<file path="src/rtl/core/fcb_pkg.sv">
// shared types and constants of the command frame builder
`default_nettype none
package fcb_pkg;

  localparam logic [7:0] FCB_MAX_PAYLOAD = 8'd248;
  localparam int         FCB_QDEPTH      = 4;

  localparam logic       MODE_BEGIN = 1'b0;
  localparam logic       MODE_DATA  = 1'b1;

  localparam logic [1:0] TRANSPORT_INNER = 2'd0;
  localparam logic [1:0] TRANSPORT_ROUTE_A = 2'd1;

  localparam logic [7:0] BYTE_SOF       = 8'hFF;
  localparam logic [7:0] BYTE_OUTER_TAG = 8'hFB;
  localparam logic [7:0] BYTE_ROUTE_A   = 8'h10;
  localparam logic [7:0] BYTE_ROUTE_B   = 8'h30;
  localparam logic [7:0] INNER_LEN_ADD  = 8'd3;
  localparam logic [7:0] OUTER_LEN_ADD  = 8'd7;

  // one classified item on its way from front to back
  typedef struct packed {
    logic       is_data;
    logic       wrapped;
    logic       route_b;
    logic       close;
    logic [7:0] marker;
    logic [15:0] command;
    logic [7:0] plen;
    logic [7:0] data;
    logic [7:0] chk;
  } fcb_rec_t;

endpackage
`default_nettype wire

</file>
<file path="src/rtl/core/fcb_front.sv">
// front end: accepts items, tracks the open frame and classifies each item
`default_nettype none
module fcb_front
  import fcb_pkg::*;
#(
  parameter logic [7:0] MAX_PAYLOAD = FCB_MAX_PAYLOAD
) (
  input  wire logic        clk,
  input  wire logic        rst,
  input  wire logic        in_valid,
  output logic             in_stall,
  input  wire logic        mode,
  input  wire logic [7:0]  marker,
  input  wire logic [15:0] command,
  input  wire logic [7:0]  payload_len,
  input  wire logic [1:0]  transport,
  input  wire logic [7:0]  data_byte,
  input  wire logic        q_full,
  output logic             push,
  output fcb_rec_t         push_rec
);

  logic       frame_open, frame_open_next;
  logic [7:0] bytes_left, bytes_left_next;
  logic [7:0] running_xor, running_xor_next;

  logic       accept;
  logic [7:0] plen_c;
  logic [7:0] len_lo;
  logic [7:0] hdr_xor;
  logic [7:0] data_xor;

  assign in_stall = q_full;
  assign accept   = in_valid && !q_full;

  assign plen_c   = (payload_len > MAX_PAYLOAD) ? MAX_PAYLOAD : payload_len;
  assign len_lo   = plen_c + INNER_LEN_ADD;
  // high length byte is taken as zero, which holds while MAX_PAYLOAD stays below 253
  assign hdr_xor  = len_lo ^ command[7:0] ^ command[15:8];
  assign data_xor = running_xor ^ data_byte;

  always_comb begin
    push_rec          = '0;
    push              = 1'b0;
    frame_open_next   = frame_open;
    bytes_left_next   = bytes_left;
    running_xor_next  = running_xor;
    push_rec.marker   = marker;
    push_rec.command  = command;
    push_rec.plen     = plen_c;
    push_rec.data     = data_byte;
    if (accept) begin
      if (mode == MODE_BEGIN) begin
        push             = 1'b1;
        push_rec.is_data = 1'b0;
        push_rec.wrapped = (transport != TRANSPORT_INNER);
        push_rec.route_b = (transport != TRANSPORT_ROUTE_A);
        push_rec.close   = (plen_c == 8'd0);
        push_rec.chk     = hdr_xor;
        bytes_left_next  = plen_c;
        frame_open_next  = (plen_c != 8'd0);
        running_xor_next = (plen_c == 8'd0) ? 8'd0 : hdr_xor;
      end else if (frame_open) begin
        push             = 1'b1;
        push_rec.is_data = 1'b1;
        push_rec.close   = (bytes_left == 8'd1);
        push_rec.chk     = data_xor;
        bytes_left_next  = bytes_left - 8'd1;
        frame_open_next  = (bytes_left != 8'd1);
        running_xor_next = (bytes_left == 8'd1) ? 8'd0 : data_xor;
      end
    end
  end

  always_ff @(posedge clk) begin
    if (rst) begin
      frame_open  <= 1'b0;
      bytes_left  <= 8'd0;
      running_xor <= 8'd0;
    end else begin
      frame_open  <= frame_open_next;
      bytes_left  <= bytes_left_next;
      running_xor <= running_xor_next;
    end
  end

endmodule
`default_nettype wire

</file>
<file path="src/rtl/core/fcb_queue.sv">
// short queue of classified items between front and back
`default_nettype none
module fcb_queue
  import fcb_pkg::*;
(
  input  wire logic     clk,
  input  wire logic     rst,
  input  wire logic     push,
  input  wire fcb_rec_t push_rec,
  output logic          full,
  input  wire logic     pop,
  output fcb_rec_t      head_rec,
  output logic          nonempty
);

  localparam int PW = $clog2(FCB_QDEPTH);
  localparam int CW = $clog2(FCB_QDEPTH + 1);

  fcb_rec_t        slots [FCB_QDEPTH];
  logic [PW-1:0]   wr_ptr;
  logic [PW-1:0]   rd_ptr;
  logic [CW-1:0]   count;

  assign full     = (count == CW'(FCB_QDEPTH));
  assign nonempty = (count != '0);
  assign head_rec = slots[rd_ptr];

  always_ff @(posedge clk) begin
    if (push) begin
      slots[wr_ptr] <= push_rec;
    end
  end

  always_ff @(posedge clk) begin
    if (rst) begin
      wr_ptr <= '0;
      rd_ptr <= '0;
      count  <= '0;
    end else begin
      if (push) begin
        wr_ptr <= wr_ptr + PW'(1);
      end
      if (pop) begin
        rd_ptr <= rd_ptr + PW'(1);
      end
      if (push && !pop) begin
        count <= count + CW'(1);
      end else if (pop && !push) begin
        count <= count - CW'(1);
      end
    end
  end

endmodule
`default_nettype wire

</file>
<file path="src/rtl/core/fcb_back.sv">
// back end: sequences the frame bytes of each item into the output register
`default_nettype none
module fcb_back
  import fcb_pkg::*;
(
  input  wire logic       clk,
  input  wire logic       rst,
  input  wire logic       q_nonempty,
  input  wire fcb_rec_t   head_rec,
  output logic            pop,
  output logic            out_valid,
  input  wire logic       out_stall,
  output logic [7:0]      out_byte,
  output logic            last
);

  typedef enum logic [3:0] {
    S_IDLE, S_SOF_OUT, S_TAG, S_ROUTE, S_OLEN,
    S_SOF_IN, S_MARK, S_L0, S_L1, S_C0, S_C1, S_CHK,
    S_DATA, S_DCHK
  } step_t;

  step_t      state, state_next, start_state;
  fcb_rec_t   rec;
  logic       adv;
  logic       done;
  logic [7:0] byte_sel;
  logic       last_sel;

  assign adv = (state != S_IDLE) && (!out_valid || !out_stall);
  assign pop = q_nonempty && ((state == S_IDLE) || done);

  always_comb begin
    if (head_rec.is_data) begin
      start_state = S_DATA;
    end else if (head_rec.wrapped) begin
      start_state = S_SOF_OUT;
    end else begin
      start_state = S_SOF_IN;
    end
  end

  always_comb begin
    state_next = state;
    done       = 1'b0;
    byte_sel   = 8'd0;
    last_sel   = 1'b0;
    unique case (state)
      S_IDLE:    state_next = S_IDLE;
      S_SOF_OUT: begin byte_sel = BYTE_SOF;       state_next = S_TAG;    end
      S_TAG:     begin byte_sel = BYTE_OUTER_TAG; state_next = S_ROUTE;  end
      S_ROUTE: begin
        byte_sel   = rec.route_b ? BYTE_ROUTE_B : BYTE_ROUTE_A;
        state_next = S_OLEN;
      end
      S_OLEN:    begin byte_sel = rec.plen + OUTER_LEN_ADD; state_next = S_SOF_IN; end
      S_SOF_IN:  begin byte_sel = BYTE_SOF;       state_next = S_MARK;   end
      S_MARK:    begin byte_sel = rec.marker;     state_next = S_L0;     end
      S_L0:      begin byte_sel = rec.plen + INNER_LEN_ADD; state_next = S_L1; end
      S_L1:      begin byte_sel = 8'd0;           state_next = S_C0;     end
      S_C0:      begin byte_sel = rec.command[7:0]; state_next = S_C1;   end
      S_C1: begin
        byte_sel   = rec.command[15:8];
        state_next = S_CHK;
        done       = !rec.close;
      end
      S_CHK: begin
        byte_sel = rec.chk;
        last_sel = 1'b1;
        done     = 1'b1;
      end
      S_DATA: begin
        byte_sel   = rec.data;
        state_next = S_DCHK;
        done       = !rec.close;
      end
      S_DCHK: begin
        byte_sel = rec.chk;
        last_sel = 1'b1;
        done     = 1'b1;
      end
      default:   state_next = S_IDLE;
    endcase
    // only counts as finished when the byte actually moves
    done = done && adv;
  end

  always_ff @(posedge clk) begin
    if (pop) begin
      rec <= head_rec;
    end
    if (adv) begin
      out_byte <= byte_sel;
      last     <= last_sel;
    end
    if (rst) begin
      state     <= S_IDLE;
      out_valid <= 1'b0;
    end else begin
      if (pop) begin
        state <= start_state;
      end else if (done) begin
        state <= S_IDLE;
      end else if (adv) begin
        state <= state_next;
      end
      if (adv) begin
        out_valid <= 1'b1;
      end else if (!out_stall) begin
        out_valid <= 1'b0;
      end
    end
  end

`ifndef SYNTHESIS
  a_pop_nonempty: assert property (@(posedge clk) disable iff (rst)
    pop |-> q_nonempty)
    else $error("pop from an empty queue");

  a_done_idle: assert property (@(posedge clk) disable iff (rst)
    (done && !pop) |=> (state == S_IDLE))
    else $error("sequencer did not return to idle after the last byte");

  a_adv_shows: assert property (@(posedge clk) disable iff (rst)
    adv |=> out_valid)
    else $error("emitted byte not presented on the output");

  a_last_step: assert property (@(posedge clk) disable iff (rst)
    (adv && last_sel) |-> done)
    else $error("checksum byte did not end the item");
`endif

endmodule
`default_nettype wire

</file>
<file path="src/rtl/core/xor_checked_frame_builder_core.sv">
// path: an accepted item goes via the queue and the back sequencer to the output register
// throughput: one output byte per cycle unless out_stall holds it; a begin item yields
// 6, 7, 10 or 11 bytes, a payload item 1 byte, or 2 on the byte that closes the frame
// the back sequencer sets the rate; the front keeps taking items while the queue has room
// reset: synchronous, clears the open frame, the queue and the output valid
// top level of the xor checked frame builder
`default_nettype none
module xor_checked_frame_builder_core
  import fcb_pkg::*;
#(
  parameter logic [7:0] MAX_PAYLOAD = FCB_MAX_PAYLOAD
) (
  input  wire logic        clk,
  input  wire logic        rst,
  input  wire logic        in_valid,
  output logic             in_stall,
  input  wire logic        mode,
  input  wire logic [7:0]  marker,
  input  wire logic [15:0] command,
  input  wire logic [7:0]  payload_len,
  input  wire logic [1:0]  transport,
  input  wire logic [7:0]  data_byte,
  output logic             out_valid,
  input  wire logic        out_stall,
  output logic [7:0]       out_byte,
  output logic             last
);

  logic     q_full;
  logic     q_nonempty;
  logic     push;
  logic     pop;
  fcb_rec_t push_rec;
  fcb_rec_t head_rec;

  fcb_front #(
    .MAX_PAYLOAD (MAX_PAYLOAD)
  ) u_front (
    .clk         (clk),
    .rst         (rst),
    .in_valid    (in_valid),
    .in_stall    (in_stall),
    .mode        (mode),
    .marker      (marker),
    .command     (command),
    .payload_len (payload_len),
    .transport   (transport),
    .data_byte   (data_byte),
    .q_full      (q_full),
    .push        (push),
    .push_rec    (push_rec)
  );

  fcb_queue u_queue (
    .clk      (clk),
    .rst      (rst),
    .push     (push),
    .push_rec (push_rec),
    .full     (q_full),
    .pop      (pop),
    .head_rec (head_rec),
    .nonempty (q_nonempty)
  );

  fcb_back u_back (
    .clk        (clk),
    .rst        (rst),
    .q_nonempty (q_nonempty),
    .head_rec   (head_rec),
    .pop        (pop),
    .out_valid  (out_valid),
    .out_stall  (out_stall),
    .out_byte   (out_byte),
    .last       (last)
  );

endmodule
`default_nettype wire

</file>
<file path="config.mk">
export PLATFORM = sky130hd
export DESIGN_NAME = xor_checked_frame_builder_core
export DESIGN_NICKNAME = d
export VERILOG_FILES = /design/src/rtl/core/fcb_pkg.sv /design/src/rtl/core/fcb_front.sv /design/src/rtl/core/fcb_queue.sv /design/src/rtl/core/fcb_back.sv /design/src/rtl/core/xor_checked_frame_builder_core.sv
export SDC_FILE = /design/constraint.sdc
export NUM_CORES = 1
export LEC_CHECK = 0
export ABC_AREA = 0
export BUFFER_PORTS_ARGS = -buffer_cell sky130_fd_sc_hd__buf_2
export CAP_MARGIN = 20
export CELL_PAD_IN_SITES_DETAIL_PLACEMENT = 1
export CELL_PAD_IN_SITES_GLOBAL_PLACEMENT = 2
export CORE_MARGIN = 1
export CORE_UTILIZATION = 40
export CTS_BUF_LIST = sky130_fd_sc_hd__clkbuf_4 sky130_fd_sc_hd__clkbuf_8
export DETAILED_ROUTE_END_ITERATION = 10
export GPL_ROUTABILITY_DRIVEN = 0
export PLACE_DENSITY_LB_ADDON = 0.1
export SYNTH_ARGS = -nofsm -noshare
export SYNTH_HDL_FRONTEND = slang
export SYNTH_SLANG_ARGS = --single-unit
</file>
<file path="constraint.sdc">
create_clock -name clk -period 7.9 [get_ports clk]
set_clock_uncertainty 0.1 [all_clocks]
set_input_delay 1.58 -clock clk [delete_from_list [all_inputs] [get_ports clk]]
set_output_delay 1.58 -clock clk [all_outputs]
set_load 0.02 [all_outputs]
</file>
==> out/qor.yml, run 1 <==
status:
  status: "completed"
logic_synthesis:
  synth-seq-cells: 298
  ys_dominant_reg_cell: "edfxtp_1"
  synth.distinct_cells: 74
  synth_area_leaders: "edfxtp_1, mux4_2, dfxtp_1, o21ai_0, xor2_1"
  synth_xor_xnor_area_share_pct: 2.74
  synthTopCellsByCount: "edfxtp_1, mux4_2, nor2_1, o21ai_0, a21oi_1"
  yosys.area_share.simple_pct: 5.78
  synthArstFlopShare_pct: 0
  yosys.area.top_type: "edfxtp_1"
  ys_seq_area_share_pct: 70.2
  syn_nets: 807
  synth_top_family_by_area: "multiplexers"
  yosys_warnings: 0
  syn_area_per_cell_um2: 16.5
  syn_inst: 748
  synth_edf_count: 267
  syn_area_mm2: 0.0123
  synthAdderAreaFrac_pct: 1.44
  synth.area.mux_share_pct: 9.76
  synth_compound_area_share_pct: 7.64
  yosys.area.top_type_share_pct: 65.1
  yosysMostFrequentCell: "edfxtp_1"
critical_path:
  rrSetupSlack_ns: 4.45
  start_kind: "primary input"
  crit_arrival_ns: 4.19
  worstReg2RegStart: "u_queue.count[0]"
  worstPathMaxFanout: 35
  required_ns: 7.99
  crit_type: "in -> reg"
  ff2ff_path_depth: 5
  cp-end-kind: "flip-flop"
  timing.rr.end: "u_queue.slots[0][27]"
die:
  core_mm2: 0.0300
  die-area_mm2: 0.0315
  rows: 63
  die_x_um: 177
  start_util_pct: 41.1
  dieHeight_um: 177
  io_pins: 58
route:
  drc: 0
  wire_per_inst_um: 23.6
  vias_per_cell: 5.45
  wirelength_um: 29500
  antenna_left: 0
  dr.pass1.iters: 5
  drt_iter0_drc: 436
  num_vias: 6818
cells_and_area:
  multi_input_area_mm2: 0.00337
  final_cells: 1251
  syn_to_final_growth_pct: 13.6
  regArea_mm2: 0.00864
  layout-drive-gt1-share_pct: 26.1
  num_antenna_cells: 0
  num-fill-cells: 2924
  layout.nets: 879
power_and_ir_drop:
  p_leak_uw: 0.00470
  vdd_ir_drop_max_uv: 140
  pwr_density_cell_mw_per_mm2: 345
sta:
  worst_pin_slew_ns: 1.14
  setup_tns_ns: 0
  finalHoldViolations: 0
  fmax_ghz: 0.244
  min_period_over_period_pct: 51.9
  fin_crit_ns: 4.10
  relSlewSlack_pct: 23.9
  maxSlewViolCount: 0
  rsz0062_at_grt: "no"
  setup_viol_count_final: 0
hold_path:
  hold_end: "u_front.bytes_left[7]"
  whs_path_depth: 2
  holdCritPathClass: "reg -> reg"
  hold_start: "u_front.bytes_left[7]"
clocking:
  clk_path_buf_depth: 3
  clock_latency_ns: 0.57
  htree_levels: 2
  cts_made_buffers: 49
  cts_tree: "built"
  cts-resized-gates: 0
  post-cts-setup-buffers: 0
  cts_hold_buffers: 0
  clockRootBuffer: "clkbuf_8"
  clk_pin_slew_ns: 0.06
  cts_sinks: 298
placement:
  place_inst: 1159
  post-dp-hpwl_um: 19100
  portBuffers: 57
global_route:
  track_usage_pct: 19.6
  grt_pass1_vias: 7396
  grt_max_degree: 55
  antenna_found_initial: 1
  grt_pass1_wl_um: 45400
  grt-ovfl-total: 0
job:
  drv.max_cap_violation_count: 0
[cell families after synthesis]
group / after synthesis
buffers and inverters: 71
AOI/OAI and AO/OA: 140
and+or+nand+nor: 133
xor gates and xnor gates: 37
muxes: 55
DFF: 298
adders and majority gates: 14
[per-layer routing]
metal	share of wire (%)	global-route usage [%]
met3	3.7	3.19
met2	49	32.4
met5	0	0
met1	44	26.4
met4	2.4	6.05
[cells in the final DEF (no fill, tap or decap), types with 5 or more instances in the layout]
| cell | instances |
|---|---|
| nand2_1 | 22 |
| inv_1 | 24 |
| a211oi_1 | 5 |
| clkinv_2 | 11 |
| xor2_1 | 20 |
| nor2_1 | 38 |
| ha_1 | 11 |
| clkbuf_8 | 50 |
| buf_2 | 57 |
| xnor2_1 | 16 |
| nor3_1 | 11 |
| dfxtp_1 | 29 |
| edfxtp_1 | 267 |
| mux4_2 | 52 |
| a22oi_1 | 6 |
| buf_4 | 11 |
| a32oi_1 | 5 |
| nand3_1 | 16 |
| o21ai_0 | 37 |
| a31oi_1 | 7 |
| nor2b_1 | 8 |
| a21oi_1 | 34 |
| clkbuf_4 | 11 |
| clkinv_1 | 13 |
[worst max-delay path by stage]
stage                    from                   end  slack [ns]  cells after the start
global route             mode   u_queue.slots[0][6]        3.59                      6
floorplan           out_stall      u_queue.count[2]        3.93                     10
finish                   mode  u_queue.slots[0][27]        3.80                      6
detailed placement       mode  u_queue.slots[0][35]        3.16                      6
CTS                      mode   u_queue.slots[0][6]        3.74                      6
global placement         mode  u_queue.slots[0][35]        3.29                      6
[report_power, final]
part | internal [uW] | total, uW | leakage [uW] | switching [uW]
Clock | 779 | 1390 | 0.000537 | 614
Sequential | 2080 | 2210 | 0.00271 | 135
Combinational | 461 | 1220 | 0.00145 | 758
[final cells by class]
cell class,instances,area share (%)
multi-input cells,379,24.1
well taps,390,3.49
clock buffers,61,5.51
inverters,24,0.644
repair buffers,68,2.63
clock inverters,31,1.82
flip-flops and latches,298,61.8
[critical path: stages]
cell      delay [ns]
buf_2           0.24
nand2b_1        0.14
nand3_2         0.30
inv_1           0.68
and2_2          0.59
buf_4           0.60
[through the flow]
step / total power, uW / hold WS, ns / util, % / cell area, um^2 / setup WS, ns
2_1_floorplan: 3050 / 0.353 / - / 12300 / 3.93
3_3_place_gp: 3450 / 0.377 / 43.3 / 13000 / 3.29
3_5_place_dp: 3480 / 0.379 / 43.3 / 13000 / 3.16
4_1_cts: 4890 / 0.391 / 46.7 / 14000 / 3.74
5_1_grt: 5070 / 0.436 / 46.7 / 14000 / 3.59
6_report: 4820 / 0.394 / 46.7 / 14000 / 3.80
[sequential cells by signal, summed over array words and instances, names as in the netlist, named ones only]
| register | count |
|---|---|
| u_front.bytes_left | 8 |
| u_back.last | 1 |
| u_queue.slots | 208 |
| u_back.rec | 50 |
| u_front.running_xor | 8 |
| u_queue.wr_ptr | 2 |
| u_queue.rd_ptr | 2 |
| u_back.state | 4 |
| u_queue.count | 3 |
| u_back.out_valid | 1 |
| u_back.out_byte | 8 |
| u_front.frame_open | 1 |
No activity file was read; power rests on OpenSTA's default activity.
==> run 2: changes to the inputs <==
Clock period 7.9 ns to 3.4 ns, I/O delays scaled along.
==> run 2 against run 1 <==
Register-to-register slack got worse by 3.7 ns. Global-route usage shrank 0.11 points. First-iteration DRC count increased by 3.0%. Power is 130% higher. Wire length fell by 0.43%. Critical path type unchanged. Highest routed layer unchanged.
==> out/qor.yml, run 2 (synthesis results as in run 1) <==
status:
  status: "completed"  # unchanged
critical_path:
  cpMostUsedCell: "a31oi_1"
  crit_buf_inv: 1  # was 3
  crit_arrival_ns: 2.98  # was 4.19 ns
  rrSetupSlack_ns: 0.76  # was 4.45 ns
  worstReg2RegStart: "u_back.state[1]"  # was u_queue.count[0]
  worstPathMaxFanout: 13  # was 35
  critical_path.top_delay_family: "compound AO/OA/AOI/OAI gates"  # was buffers and inverters
  start_kind: "primary input"  # unchanged
  ff2ff_path_depth: 11  # was 5
  crit_path_max_incr_delay_ns: 0.50  # was 0.68 ns
  crit_type: "in -> reg"  # unchanged
  cp-end-kind: "flip-flop"  # unchanged
  crit_path_end: "u_queue.slots[1][6]"  # was u_queue.slots[0][27]
  crit_chain: "buf_2, nand4_1, o21ai_0, ha_1, and3b_1, a31oi_1, a31oi_1, xnor2_1, a211oi_1"  # was buf_2, nand2b_1, nand3_2, inv_1, and2_2, buf_4
  cp-startpoint: "payload_len[4]"  # was mode
  required_ns: 3.58  # was 7.99 ns
  timing.rr.end: "u_queue.count[2]"  # was u_queue.slots[0][27]
  slowest_stage: "a211oi_1"  # was inv_1
  crit_cells: 9  # was 6
cells_and_area:
  num_antenna_cells: 0  # unchanged
  layout_common_cells: "edfxtp_1, buf_2, mux4_2, clkbuf_8, nor2_1"  # was edfxtp_1, buf_2, mux4_2
  largest_reg_flops: 208  # unchanged
  layout_commonest_cell: "edfxtp_1"  # unchanged
  final_cells: 1262  # was 1251
  largest_registers: "u_queue.slots (208), u_back.rec (50)"  # unchanged
  largest-register: "u_queue.slots"  # unchanged
  syn_to_final_growth_pct: 14.8  # was 13.6%
  layout.nets: 893  # was 879
  layout-drive-gt1-share_pct: 27.2  # was 26.1%
power_and_ir_drop:
  vdd_ir_drop_max_uv: 328  # was 140 uV
  p_int_uw: 7600  # was 3320 uW
  power_frac_seq_pct: 47.5  # was 45.9%
  p_sw_share_pct: 31.3  # was 31.2%
  p_comb_share_pct: 24.9  # was 25.3%
  total_power_uw: 11100  # was 4820 uW
  power_frac_clock_pct: 27.5  # was 28.9%
  p_leak_uw: 0.00477  # was 0.00470 uW
  power_switching_uw: 3460  # was 1510 uW
  pwr_density_cell_mw_per_mm2: 783  # was 345 mW/mm^2
die:
  core_mm2: 0.0300  # unchanged
  die_x_um: 177  # unchanged
  rows: 63  # unchanged
  io_pins: 58  # unchanged
  die-area_mm2: 0.0315  # unchanged
  start_util_pct: 41.1  # unchanged
  dieHeight_um: 177  # unchanged
clocking:
  clk_path_buf_depth: 3  # unchanged
  cts_tree: "built"  # unchanged
  clk_pin_slew_ns: 0.06  # about the same
  cts_hold_buffers: 0  # unchanged
  clockRootBuffer: "clkbuf_8"  # unchanged
  post-cts-setup-buffers: 0  # unchanged
  clock_latency_ns: 0.56  # was 0.57 ns
  htree_levels: 2  # unchanged
  cts_sinks: 298  # unchanged
  cts-resized-gates: 0  # unchanged
  cts_made_buffers: 49  # unchanged
global_route:
  antenna_found_initial: 0  # was 1
  grt-ovfl-total: 0  # unchanged
  grt_max_degree: 55  # unchanged
  grt_pass1_vias: 7435  # was 7396
  track_usage_pct: 19.5  # was 19.6%
  grt_pass1_wl_um: 45000  # was 45400 um
sta:
  min_period_over_period_pct: 82.3
  fin_crit_ns: 2.80
  fmax_ghz: 0.357
  setup_viol_count_final: 0  # unchanged
  relSlewSlack_pct: 47.4  # was 23.9%
  worst_pin_slew_ns: 0.789  # was 1.14 ns
  finalHoldViolations: 0  # unchanged
  rsz0062_at_grt: "no"  # unchanged
  setup_tns_ns: 0  # unchanged
  maxSlewViolCount: 0  # unchanged
route:
  drt_iter0_drc: 449  # was 436
  wirelength_um: 29400  # was 29500 um
  wire_per_inst_um: 23.3  # was 23.6 um
  num_vias: 6805  # was 6818
  dr.pass1.iters: 4  # was 5
  drc: 0  # unchanged
  vias_per_cell: 5.39  # was 5.45
  antenna_left: 0  # unchanged
placement:
  portBuffers: 57  # unchanged
  post-dp-hpwl_um: 19400  # was 19100 um
  place_inst: 1173  # was 1159
hold_path:
  holdCritPathClass: "in -> reg"  # was reg -> reg
  whs_path_depth: 1  # was 2
job:
  drv.max_cap_violation_count: 0  # unchanged
## run 2: routing by layer
metal | up-vias | global-route usage [%] | share of wire, %
met5 | - | 0 | 0
met4 | 0 | 5.48 | 1.8
met3 | 39 | 3.51 | 4.5
met2 | 157 | 32.0 | 48
met1 | 3480 | 26.5 | 46
li1 | 3129 | - | -
## run 2: worst min path at each step
stage                                  to             startpoint
finish               u_queue.slots[0][44]              marker[4]
global route         u_queue.slots[2][46]              marker[6]
CTS                  u_queue.slots[2][46]              marker[6]
detailed placement  u_front.bytes_left[7]  u_front.bytes_left[7]
global placement    u_front.bytes_left[7]  u_front.bytes_left[7]
floorplan           u_front.bytes_left[7]  u_front.bytes_left[7]
## run 2: final cells by class
cell class                 count  area, um^2
tap                          390         488
fill                        2938       15800
clock inverter                23         138
timing repair buffer          82         573
sequential                   298        8640
inverter                      24        90.1
multi-input combinational    379        3370
clock buffer                  66         821
## run 2: worst register-to-register path: cells and delay by family, from the launching register on
kind	cells	cell delay, ns
simple gates	3	0.48
compound gates	2	0.42
fa+ha+maj	2	0.60
buf+inv	3	0.43
flops	1	0.36
xor+xnor	1	0.18
## run 2: through the flow
stage / hold slack, ns / utilization (%) / cell area [um^2] / setup slack [ns]
6_report: 0.242 / 47.2 / 14100 / 0.602
5_1_grt: 0.213 / 47.2 / 14100 / 0.432
4_1_cts: 0.199 / 47.2 / 14100 / 0.664
3_5_place_dp: 0.377 / 44.0 / 13200 / 0.0909
3_3_place_gp: 0.373 / 44.0 / 13200 / 0.301
2_1_floorplan: 0.353 / - / 12300 / 0.326
## run 2: power by group through the flow
stage	registers, uW	clock network [uW]	logic, uW
2_1_floorplan	5130	0	1950
3_3_place_gp	5330	0	2750
3_5_place_dp	5350	0	2800
4_1_cts	5280	3140	2810
5_1_grt	5330	3280	3020
6_report	5260	3040	2760
